File: src/sv/tcgr_ram.sv
// generic simple dual-port ram with registered read and read enable
`default_nettype none

module tcgr_ram #(
  parameter int WIDTH = 8,
  parameter int DEPTH = 256,
  localparam int AW = $clog2(DEPTH)
) (
  input  logic             clk,
  input  logic             we,
  input  logic [AW-1:0]    waddr,
  input  logic [WIDTH-1:0] wdata,
  input  logic             re,
  input  logic [AW-1:0]    raddr,
  output logic [WIDTH-1:0] rdata
);

  logic [WIDTH-1:0] mem [DEPTH];

  always_ff @(posedge clk) begin
    if (we) begin
      mem[waddr] <= wdata;
    end
    if (re) begin
      rdata <= mem[raddr];
    end
  end

endmodule

`default_nettype wire

File: config.mk
export PLATFORM = sky130hd
export DESIGN_NAME = tcgr_ram
export DESIGN_NICKNAME = d
export VERILOG_FILES = /design/src/sv/tcgr_ram.sv
export SDC_FILE = /design/constraint.sdc
export NUM_CORES = 2
export LEC_CHECK = 0
export BUFFER_PORTS_ARGS = -buffer_cell sky130_fd_sc_hd__clkbuf_2
export CORE_MARGIN = 10
export CORE_UTILIZATION = 50
export CTS_CLUSTER_DIAMETER = 30
export DETAILED_ROUTE_END_ITERATION = 12
export GPL_ROUTABILITY_DRIVEN = 0
export GPL_TIMING_DRIVEN = 0
export PLACE_DENSITY = 0.72
export SLEW_MARGIN = 15
export SYNTH_ARGS = -nofsm -noshare
export SYNTH_HDL_FRONTEND = slang
export SYNTH_SLANG_ARGS = --single-unit
export TNS_END_PERCENT = 30
File: constraint.sdc
create_clock -name clk -period 2.5 [get_ports clk]
set_clock_uncertainty 0.05 [all_clocks]
set_input_delay 0.375 -clock clk [delete_from_list [all_inputs] [get_ports clk]]
set_output_delay 0.375 -clock clk [all_outputs]
set_load 0.02 [all_outputs]
; After elaboration in Yosys (flattened, before gate mapping)
; Memories as Yosys holds them, arrays and structs flattened. A register that Yosys moved wholly into a read port is not among the register bits.
; Index checks and enable logic that the tools add are counted.
; Widths: inputs -> output; s select.
[classes]
muxes = 2
[op_table]
columns = cell, n
row1 = $mux 1, 2
[totals]
reg_bits = 0
mem_bits_rw = 2048
inputBits = 27
output_inout_bits = 8
word_cells = 3
memories = 1
[mem_list]
columns = name, depth, word_bits, rd, rd_clocked_by_memory_dff, write_ports, line
row1 = mem, 256, 8, 1, 1, 1, 18  ; logic [WIDTH-1:0] mem [DEPTH];

; Longest topological paths before layout
[depth]
depth_word = 2
ltp_mapped = 11
ltp_nobuf = 6

; Least setup slack after synthesis
; Ideal clock, no wire load.
[synth_timing]
path_type = input port to flip-flop
from = in raddr[0]
to = reg rdata[2] (read register of mem), data pin
setup_time_ns = 0.269
t_arrival_ns = 2.182
required_ns = 2.181
path_slack_ns = -0.001
stages = 9
n_path_buf = 4
path_cell_list = buf_6 -> buf_12 -> buf_8 -> buf_2 -> mux4_2 -> a22oi_1 -> a21oi_1 -> nor4_1 -> nor4_2
[synth_lines]
columns = item, line
row1 = "start, declared", 14  ; input logic [AW-1:0] raddr,
row2 = "end, declared", 15  ; output logic [WIDTH-1:0] rdata

==> results by group <==
Timing
  • Worst-Margin Slew: 1.26 ns
  • Final setup violation count: 474
  • Crit share post-route: 119%
  • RSZ-0062 raised after global routing: yes
  • Slew margin rel.: between 15 and 20%
  • Setup ws final: -0.478 ns
  • Tmin final: 2.98 ns
  • Max Freq: between 0.3 and 0.4 GHz
  • Setup TNS: -58.81 ns
  • Final slew viol count: 0
  • Hold violation total from the final report: 0

Placed design
  • Post-DP Area: between 80,000 and 90,000 um2
  • Post-detail-place hpwl: 154,000 um
  • Cell Count Post-Placement: between 5,000 and 6,000
  • Port bufs: 27

Critical path
  • Worst setup SP type: input pin
  • Req. time, crit path: roughly 3.1 ns
  • Worst path arrival time: about 3.6 ns
  • Critical path peak fanout: 10
  • CP endpoint kind: flop
  • Critical path class: input pin to flop

Layout
  • P&R area growth vs syn: 22.2%
  • Share of layout cells above drive strength 1: 34.3%
  • Core Util, Final: 61.5%
  • Nets: 4,195
  • Cell Count, Final, Fillers Out: between 6,000 and 7,000
  • Final Cell Area: 97,300 um2

Global routing
  • Gr busiest metal: met2
  • Met3 GRT Util: between 10% and 20%
  • Antenna violations before repair: 16
  • Met2 Use GR: 41.7%
  • Global-route wire length before repair: 347,000 um
  • M1 GR Usage: approximately a third
  • Gr ovfl total: 0
  • Vias in the first global route: 44,557
  • Largest net degree at the start of global routing: between 100 and 150
  • All-Layer GR Usage: between 20% and 30%

Clocking
  • H-Tree Level Count: 5
  • # clock sinks: 2,056
  • Root buf cell: clkbuf_16
  • CTS tree: yes
  • Skew-Pair Late Insertion Delay: 0.96 ns
  • Num CTS Buffers: 369
  • Reg clk slew, reported paths: 0.05 ns
  • Clock buffer depth: 4

Synth
  • Synth async-reset ratio: 0%
  • Synth Instances: 3,733
  • Number of warnings issued by yosys: 0
  • Post-synth top cells: edfxtp_1, mux4_2, nor2_1
  • Synthesized Nets: 3,760
  • Leading post-synthesis cells by cell area: edfxtp_1, mux4_2, mux2i_1
  • Post-synth EDFFs: 2,056
  • Synthesized cell area: about 80,000 um2
  • Count leader, synth: edfxtp_1
  • Syn avg cell area: ~21 um2
  • Yosys top cell by area: edfxtp_1
  • Share of the synthesized area in the top cell type: 77.5%
  • Top FF cell, synth: edfxtp_1
  • Distinct cells, synth: 54
  • Register bit total from synthesis: 2,056
  • Register area share after synthesis: 77.5%

Routing
  • Total wire length: 251,000 um
  • DRT Pass-1 Iters: 10
  • Routed WL per cell: 38.3 um
  • Initial detailed-routing violation count: 8,240
  • Vias/cell: 6.82
  • # DRC: 2
  • Total number of vias: 44,618
  • Detail Route Antenna Nets: 0

Power and ir drop
  • PD cells: about 950 nW/um2
  • Leakage: 0.0309 uW
  • VDD IR-drop max: 0.831 mV
  • Overall power: 92,200 uW

Floorplanning
  • Die X: 419 um
  • Initial Util: 50.3%
  • Core area: 158,000 um2
  • Row cnt: 146
  • I/O pin count: 35
  • Die Height: 419 um
  • Total die area: between 150,000 and 200,000 um2

Run status
  • Failing checks: DRC, setup timing
  • Outcome: finished, violations left

Min path
  • Worst hold path type: input pin to flop

Run
  • Max Cap Viol: 0
==> layer usage <==
metal / vias to the layer above / share of wire, %
met5: - / 0.049
met3: 871 / 15
met2: 4153 / 45
li1: 16772 / -
met4: 8 / 7.0
met1: 22814 / 33
==> kinds of logic after synthesis <==
family | after synthesis | synth area share [%]
DFF | 2056 | 77.5
buffers and inverters | 235 | 1.83
muxes | 591 | 14.6
AOI/OAI and AO/OA | 385 | 3.42
and+or+nand+nor | 466 | 2.63
==> worst max-delay path, stage by stage <==
cell      delay (ns)
clkbuf_2        0.45
buf_2           0.47
or2_2           0.18
buf_1           0.84
a21oi_1         0.38
nor4_4          0.67
nor4_4          0.14
==> flip-flops by register name (all words and copies together) (netlist names) <==
signal and flops:
rdata 8, mem 2048
==> final timing paths <==
kind | startpoint | to | slack, ns | depth (start not counted)
worst max-delay path | raddr[5] | rdata[1] | -0.48 | 7
worst min-delay path | wdata[6] | mem[248][6] | 0.25 | 2
worst max register to register | mem[211][5] | rdata[5] | -0.29 | 6
worst min register to register | mem[147][7] | rdata[7] | 1.46 | 5
==> cell usage in the layout, fill, tap and decap left out, types with 16 or more instances in the layout <==
master         n
edfxtp_1    2056
mux4_2       454
clkbuf_16    375
nor2_1       156
mux2i_1      133
a22oi_1      129
nor2_2       110
a21oi_1       78
clkbuf_1      70
clkinv_2      53
clkbuf_2      50
clkinv_1      50
buf_4         45
bufinv_16     45
inv_6         40
clkinvlp_4    40
o221ai_1      35
nand2_1       32
clkbuf_4      31
buf_6         30
nand3_1       30
o22ai_1       27
clkinv_4      26
nor2b_1       25
nor4_4        24
buf_2         21
buf_16        20
buf_12        19
buf_8         19
a21oi_2       17
nor2_4        16
==> where the power goes <==
| part | total (uW) | switching (uW) | internal (uW) |
|---|---|---|---|
| Combinational | 4530 | 3090 | 1440 |
| Clock | 49600 | 17400 | 32100 |
| Sequential | 38100 | 24.4 | 38100 |
==> metrics by stage <==
| step | setup WS, ns | hold slack [ns] |
|---|---|---|
| after global placement | -3.12 | 0.685 |
| after CTS | -0.170 | 0.218 |
| final | -0.478 | 0.249 |
| after floorplan | 0.00876 | 0.424 |
| after detailed placement | -2.43 | 0.608 |
| after global routing | -0.277 | 0.242 |
==> timing repair <==
item | 4_1_cts | 5_1_grt
endpoints found under the hold margin | 183 | 0
buffers inserted | 2 | 2
cloned | 0 | 0
hold buffers | 9 | 0
gates resized for setup | 358 | 153
setup endpoints to repair | 382 | 994
pin swaps | 27 | 11
==> final cells by class <==
cell class / count / area, um2
tap: 2072 / 2590
antenna: 9 / 22.5
multi-input combinational: 1442 / 17800
clock inverter: 257 / 2730
clock buffer: 410 / 9520
timing repair buffer: 67 / 1020
fill: 10088 / 61000
sequential: 2056 / 61700
buffer: 230 / 1900
inverter: 2 / 8.76
(Power assumes the default switching activity.)
